<file path="config.mk">
export PLATFORM = sky130hd
export DESIGN_NAME = sfp_ctrl
export DESIGN_NICKNAME = d
export VERILOG_FILES = /design/src/rtl/core/sfp_pkg.sv /design/src/rtl/core/sfp_ctrl.sv
export SDC_FILE = /design/constraint.sdc
export NUM_CORES = 1
export LEC_CHECK = 0
export BUFFER_PORTS_ARGS = -buffer_cell sky130_fd_sc_hd__buf_2
export CAP_MARGIN = 20
export CORE_MARGIN = 8
export CORE_UTILIZATION = 25
export CTS_BUF_LIST = sky130_fd_sc_hd__clkbuf_8
export DETAILED_ROUTE_END_ITERATION = 12
export PLACE_DENSITY = 0.49
export SETUP_SLACK_MARGIN = 0.1
export SYNTH_ARGS = -nofsm -noshare
export SYNTH_HDL_FRONTEND = slang
export SYNTH_SLANG_ARGS = --single-unit
export TNS_END_PERCENT = 30
</file>
<file path="constraint.sdc">
create_clock -name clk -period 3.1 [get_ports clk]
set_clock_uncertainty 0.15 [all_clocks]
set_input_delay 0.31 -clock clk [delete_from_list [all_inputs] [get_ports clk]]
set_output_delay 0.31 -clock clk [all_outputs]
set_load 0.05 [all_outputs]
</file>
<file path="src/rtl/core/sfp_pkg.sv">
`timescale 1ns / 1ps
// ----------------------------------------------------------------------------
// sfp_pkg: shared types for the slicing floorplan packer
// Beat structs, op codes, controller/datapath command and status, saturating add.
// ----------------------------------------------------------------------------
package sfp_pkg;

  localparam int unsigned COORD_W = 21;
  localparam int unsigned AREA_W  = 42;
  localparam logic [COORD_W-1:0] COORD_MAX = '1;

  typedef enum logic [1:0] {
    OP_LEAF = 2'd0,
    OP_HCUT = 2'd1,
    OP_VCUT = 2'd2,
    OP_BAD  = 2'd3
  } op_t;

  typedef struct packed {
    logic [1:0]  op;
    logic [7:0]  module_id;
    logic [15:0] module_width;
    logic [15:0] module_height;
    logic        final_item;
  } in_beat_t;

  typedef struct packed {
    logic [7:0]         leaf_ident;
    logic [COORD_W-1:0] pos_x;
    logic [COORD_W-1:0] pos_y;
    logic [AREA_W-1:0]  total_area;
    logic               invalid;
    logic               last_result;
  } out_beat_t;

  // controller -> datapath
  typedef struct packed {
    logic load;      // capture a new item
    logic leaf;      // write leaf and push
    logic cut_init;  // read stack operands
    logic cut_step;  // shift one leaf
    logic cut_done;  // merge clusters
    logic err;       // flag error
    logic area;      // multiply bounding box
    logic emit;      // present leaf at emit index
    logic emit_bad;  // present flagged result
    logic clear;     // end of expression
  } cmd_t;

  // datapath -> controller
  typedef struct packed {
    logic       err_seen;
    logic       depth_lt2;
    logic       full;
    logic       depth_one;
    logic       cut_last;
    logic       emit_last;
  } sts_t;

  function automatic logic [COORD_W-1:0] sat_add(input logic [COORD_W-1:0] a,
                                                 input logic [COORD_W-1:0] b);
    logic [COORD_W:0] s;
    s = {1'b0, a} + {1'b0, b};
    sat_add = s[COORD_W] ? COORD_MAX : s[COORD_W-1:0];
  endfunction

endpackage

</file>
<file path="src/rtl/core/sfp_ctrl.sv">
`timescale 1ns / 1ps
// ----------------------------------------------------------------------------
// sfp_ctrl: sequencer for the floorplan packer
// Decodes items into push, cut-shift loops and the output sweep.
// ----------------------------------------------------------------------------
module sfp_ctrl (
  input  logic              clk,
  input  logic              rst_n,
  input  logic              start,
  input  logic [1:0]        op,
  input  logic              final_item,
  input  sfp_pkg::sts_t     sts,
  output sfp_pkg::cmd_t     cmd,
  output logic              busy
);
  import sfp_pkg::*;

  typedef enum logic [2:0] {
    S_IDLE, S_DEC, S_CUT, S_FIN, S_AREA, S_EMIT
  } state_t;

  state_t state_r, state_nxt;
  logic   fin_r;
  op_t    op_r;

  always_ff @(posedge clk) begin
    if (!rst_n) begin
      state_r <= S_IDLE;
      fin_r   <= 1'b0;
      op_r    <= OP_LEAF;
    end else begin
      state_r <= state_nxt;
      if (start && !busy) begin
        fin_r <= final_item;
        op_r  <= op_t'(op);
      end
    end
  end

  assign busy = (state_r != S_IDLE);

  always_comb begin
    cmd       = '0;
    state_nxt = state_r;
    unique case (state_r)
      S_IDLE: begin
        if (start) begin
          cmd.load  = 1'b1;
          state_nxt = S_DEC;
        end
      end
      S_DEC: begin
        state_nxt = fin_r ? S_FIN : S_IDLE;
        // items after an error are dropped until the final one
        if (!sts.err_seen) begin
          unique case (op_r) inside
            OP_LEAF: begin
              if (sts.full) cmd.err = 1'b1;
              else          cmd.leaf = 1'b1;
            end
            OP_HCUT, OP_VCUT: begin
              if (sts.depth_lt2) cmd.err = 1'b1;
              else begin
                cmd.cut_init = 1'b1;
                state_nxt    = S_CUT;
              end
            end
            default: cmd.err = 1'b1;
          endcase
        end
      end
      S_CUT: begin
        cmd.cut_step = 1'b1;
        if (sts.cut_last) begin
          cmd.cut_done = 1'b1;
          state_nxt    = fin_r ? S_FIN : S_IDLE;
        end
      end
      S_FIN: begin
        if (sts.err_seen || !sts.depth_one) begin
          cmd.emit_bad = 1'b1;
          cmd.clear    = 1'b1;
          state_nxt    = S_IDLE;
        end else begin
          cmd.area  = 1'b1;
          state_nxt = S_AREA;
        end
      end
      S_AREA: state_nxt = S_EMIT;
      S_EMIT: begin
        cmd.emit = 1'b1;
        if (sts.emit_last) begin
          cmd.clear = 1'b1;
          state_nxt = S_IDLE;
        end
      end
      default: state_nxt = S_IDLE;
    endcase
  end

endmodule

</file>
==> summary.txt <==
Status
  – Outcome: finished clean

Place
  – Port buffer count: 22
  – Placer Congestion: 0.7374
  – Cell Area, Placed: 593.1 sq um

Setup path
  – CP Launch Type: register
  – Critical path required time: 2.64 ns
  – Crit Path Category: reg2out
  – R2r worst-path depth: 3
  – Max incr delay on CP: 0.57 ns
  – Worst Path Buf+Inv: 1
  – Arr. time, crit path: 1.88 ns
  – Reg-to-reg startpoint: state_r[0]$_SDFFE_PN0P_
  – CP endpoint kind: primary output
  – Crit path max fanout: 14
  – Slowest CP cell: dfxtp_1
  – Reg-to-reg slack, setup: 1.36 ns
  – Crit path max-delay family: simple AND/OR/NAND/NOR gates
  – RR Endpoint: state_r[1]$_SDFFE_PN0P_
  – Crit-path cells: or4b_4 > nor3b_2 > buf_2

Detailed routing
  – Vias/cell: 4.386
  – Final antenna-violating net count: 0
  – Drt wl/cell: 11.15 um
  – DR iter-0 viols: 10
  – Initial DRT Pass Iterations: 4
  – Via Count: 443
  – DRC viols: 0
  – Post-Route WL: 1126 um

Clocking
  – TritonCTS Buffers: 3
  – CTS H-tree lvls: 1
  – TritonCTS clock tree: done
  – Clock transition at the registers of the reported paths: 0.04 ns
  – Clock Path Buffers: 2
  – Later-pin clock latency in the skew report: 0.22 ns
  – Post_cts resized: 0
  – Root Buffer: clkbuf_8
  – Hold_buf cts: 0
  – Post-CTS setup buffers: 0
  – Clock sinks: 6

Power
  – P_leak: 0.2964 nW
  – Seq pwr share: 33.7%
  – Switching power: 0.00007424 W
  – Power per Cell Area: 420.8 nW/um^2
  – Combinational Power Share: 23.8%
  – Clock power share: 42.5%
  – VDD IR-drop max: 0.2664 mV
  – Switching part of the total: 27.82%
  – Internal power: 0.0001927 W

Min path
  – Hold Startpoint: op[0]
  – Hold Path End: op_r[0]$_SDFFE_PN0P_
  – Hold Path Class: in2reg
  – Hold Path Depth: 3

Synth
  – Mapped Cells: 54
  – Sequential area share after synthesis: 25.81%
  – Synth Register Bits: 6
  – Yosys top cell by area: dfxtp_1
  – Synth Cell Area: 465.4 sq um
  – Syn nets: 68
  – Top post-synthesis cells by area: dfxtp_1 (26%), nor2b_1 (6.7%), mux2i_1 (6.5%), nor3b_1 (6.5%), ha_1 (5.4%)
  – Synth warnings: 0
  – Mean Syn Cell Area: 8.619 sq um
  – Ys flop type: dfxtp_1
  – EDFF count, synth: 0
  – Netlist cell types: 29
  – Count leader, synth: dfxtp_1
  – Top-area cell type share of the netlist area: 25.81%
  – Commonest cells in the synthesized netlist: dfxtp_1 (6), nor2b_1 (5), inv_1 (4), nor3b_1 (4)
  – Ys async rst share: 0%

Die
  – Die height: 59.15 um
  – Num rows: 15
  – Initial core utilization: 26.67%
  – Chip Width: 59.15 um
  – Core ar.: 1745 sq um
  – Full die area: 3499 sq um
  – I/O pin count: 23

Global route
  – First-pass GRT wire length: 1994 um
  – GRT Overall Usage: 7.344%
  – Largest net degree at the start of global routing: 15
  – GRT overflow: 0
  – Antenna violations before repair: 0
  – Vias in the first global route: 435

Timing
  – Slew @ Worst Pin: 0.5687 ns
  – Hold slack: 0.2057 ns
  – Setup TNS: 0 ns
  – Final Hold Violating Endpoints: 0
  – Setup violations, final: 0
  – Max Fclk: 427.9 MHz
  – Slew Viols, Final: 0
  – RSZ-0062 raised after global routing: no
  – Minimum clock period: 2.337 ns
  – Fin crit share: 75.38%
  – Slew HR: 61.99%

Finish
  – # fillers: 186
  – Share of layout cells above drive strength 1: 38.16%
  – Nets: 92
  – Final Instance Area: 634.4 sq um
  – Diodes inserted: 0
  – Area delta synth->final: 36.29%

Job
  – Maxcap violations: 0
-- logic make-up after synthesis --
family                   count (synthesis)  synth area share [%]
flip-flops                               6                 25.81
adder cells (fa/ha/maj)                  2                 5.375
AO/OA/AOI/OAI                            9                 14.52
AND/OR/NAND/NOR                         26                 39.78
multiplexers                             3                 6.452
buffers and inverters                    7                 6.181
XOR/XNOR                                 1                 1.882
-- cells in the final DEF (no fill, tap or decap), drive strengths merged, types with 2 or more instances in the layout --
cell,instances
nor2,3
and2,2
nor3b,5
nor2b,5
a21oi,2
ha,2
inv,4
dfxtp,6
clkbuf,3
mux2i,3
buf,22
nand2b,3
-- registers in the layout (all words and copies together), names as in the netlist --
name     flops
state_r      3
op_r         2
fin_r        1
-- worst max-delay path by stage --
stage / start / to / slack (ns) / depth (start not counted)
3_5_place_dp: state_r[0]$_SDFFE_PN0P_ / cmd[7] / 1.01 / 3
3_3_place_gp: state_r[0]$_SDFFE_PN0P_ / cmd[7] / 1.02 / 3
6_report: state_r[0]$_SDFFE_PN0P_ / cmd[7] / 0.76 / 3
2_1_floorplan: state_r[1]$_SDFFE_PN0P_ / cmd[5] / 0.32 / 3
5_1_grt: state_r[0]$_SDFFE_PN0P_ / cmd[7] / 0.65 / 3
4_1_cts: state_r[0]$_SDFFE_PN0P_ / cmd[7] / 0.77 / 3
-- worst min-delay path, cell delays in order --
cell and delay (ns):
buf_2 0.07, mux2i_1 0.06, nor2b_1 0.09
-- per-stage QoR --
step                      setup WS (ns)  total power [W]  util [%]  cells
after global placement            1.020        0.0001554     33.98     98
after global routing             0.6517        0.0002842     36.34    101
after floorplan                  0.3248        0.0001372         -     54
after detailed placement          1.007        0.0001553     33.98     98
final                            0.7632        0.0002669     36.34    101
after CTS                        0.7664        0.0002712     36.34    101
-- power groups by stage --
| stage | sequential [W] | clock, W | combinational [W] |
|---|---|---|---|
| 2_1_floorplan | 0.0000864 | 0 | 0.0000508 |
| 3_3_place_gp | 0.0000910 | 0 | 0.0000643 |
| 3_5_place_dp | 0.0000913 | 0 | 0.0000641 |
| 4_1_cts | 0.0000901 | 0.000117 | 0.0000643 |
| 5_1_grt | 0.0000916 | 0.000123 | 0.0000696 |
| 6_report | 0.0000900 | 0.000113 | 0.0000634 |
-- area by class of cell --
type	instances	area (sq um)	area share, %
Timing Repair Buffer	22	110.1	17.36
Inverter	4	15.01	2.367
Multi-Input combinational cell	41	316.6	49.90
Tap cell	25	31.28	4.931
Clock buffer	3	41.29	6.509
Sequential cell	6	120.1	18.93
-- routing by layer --
metal | track usage (%) | up-vias | wire [um]
li1 | - | 236 | -
met1 | 9.013 | 190 | 533
met2 | 10.90 | 15 | 528
met3 | 1.085 | 2 | 44
met4 | 6.143 | 0 | 19
met5 | 0 | - | 0
(Power assumes the default switching activity.)
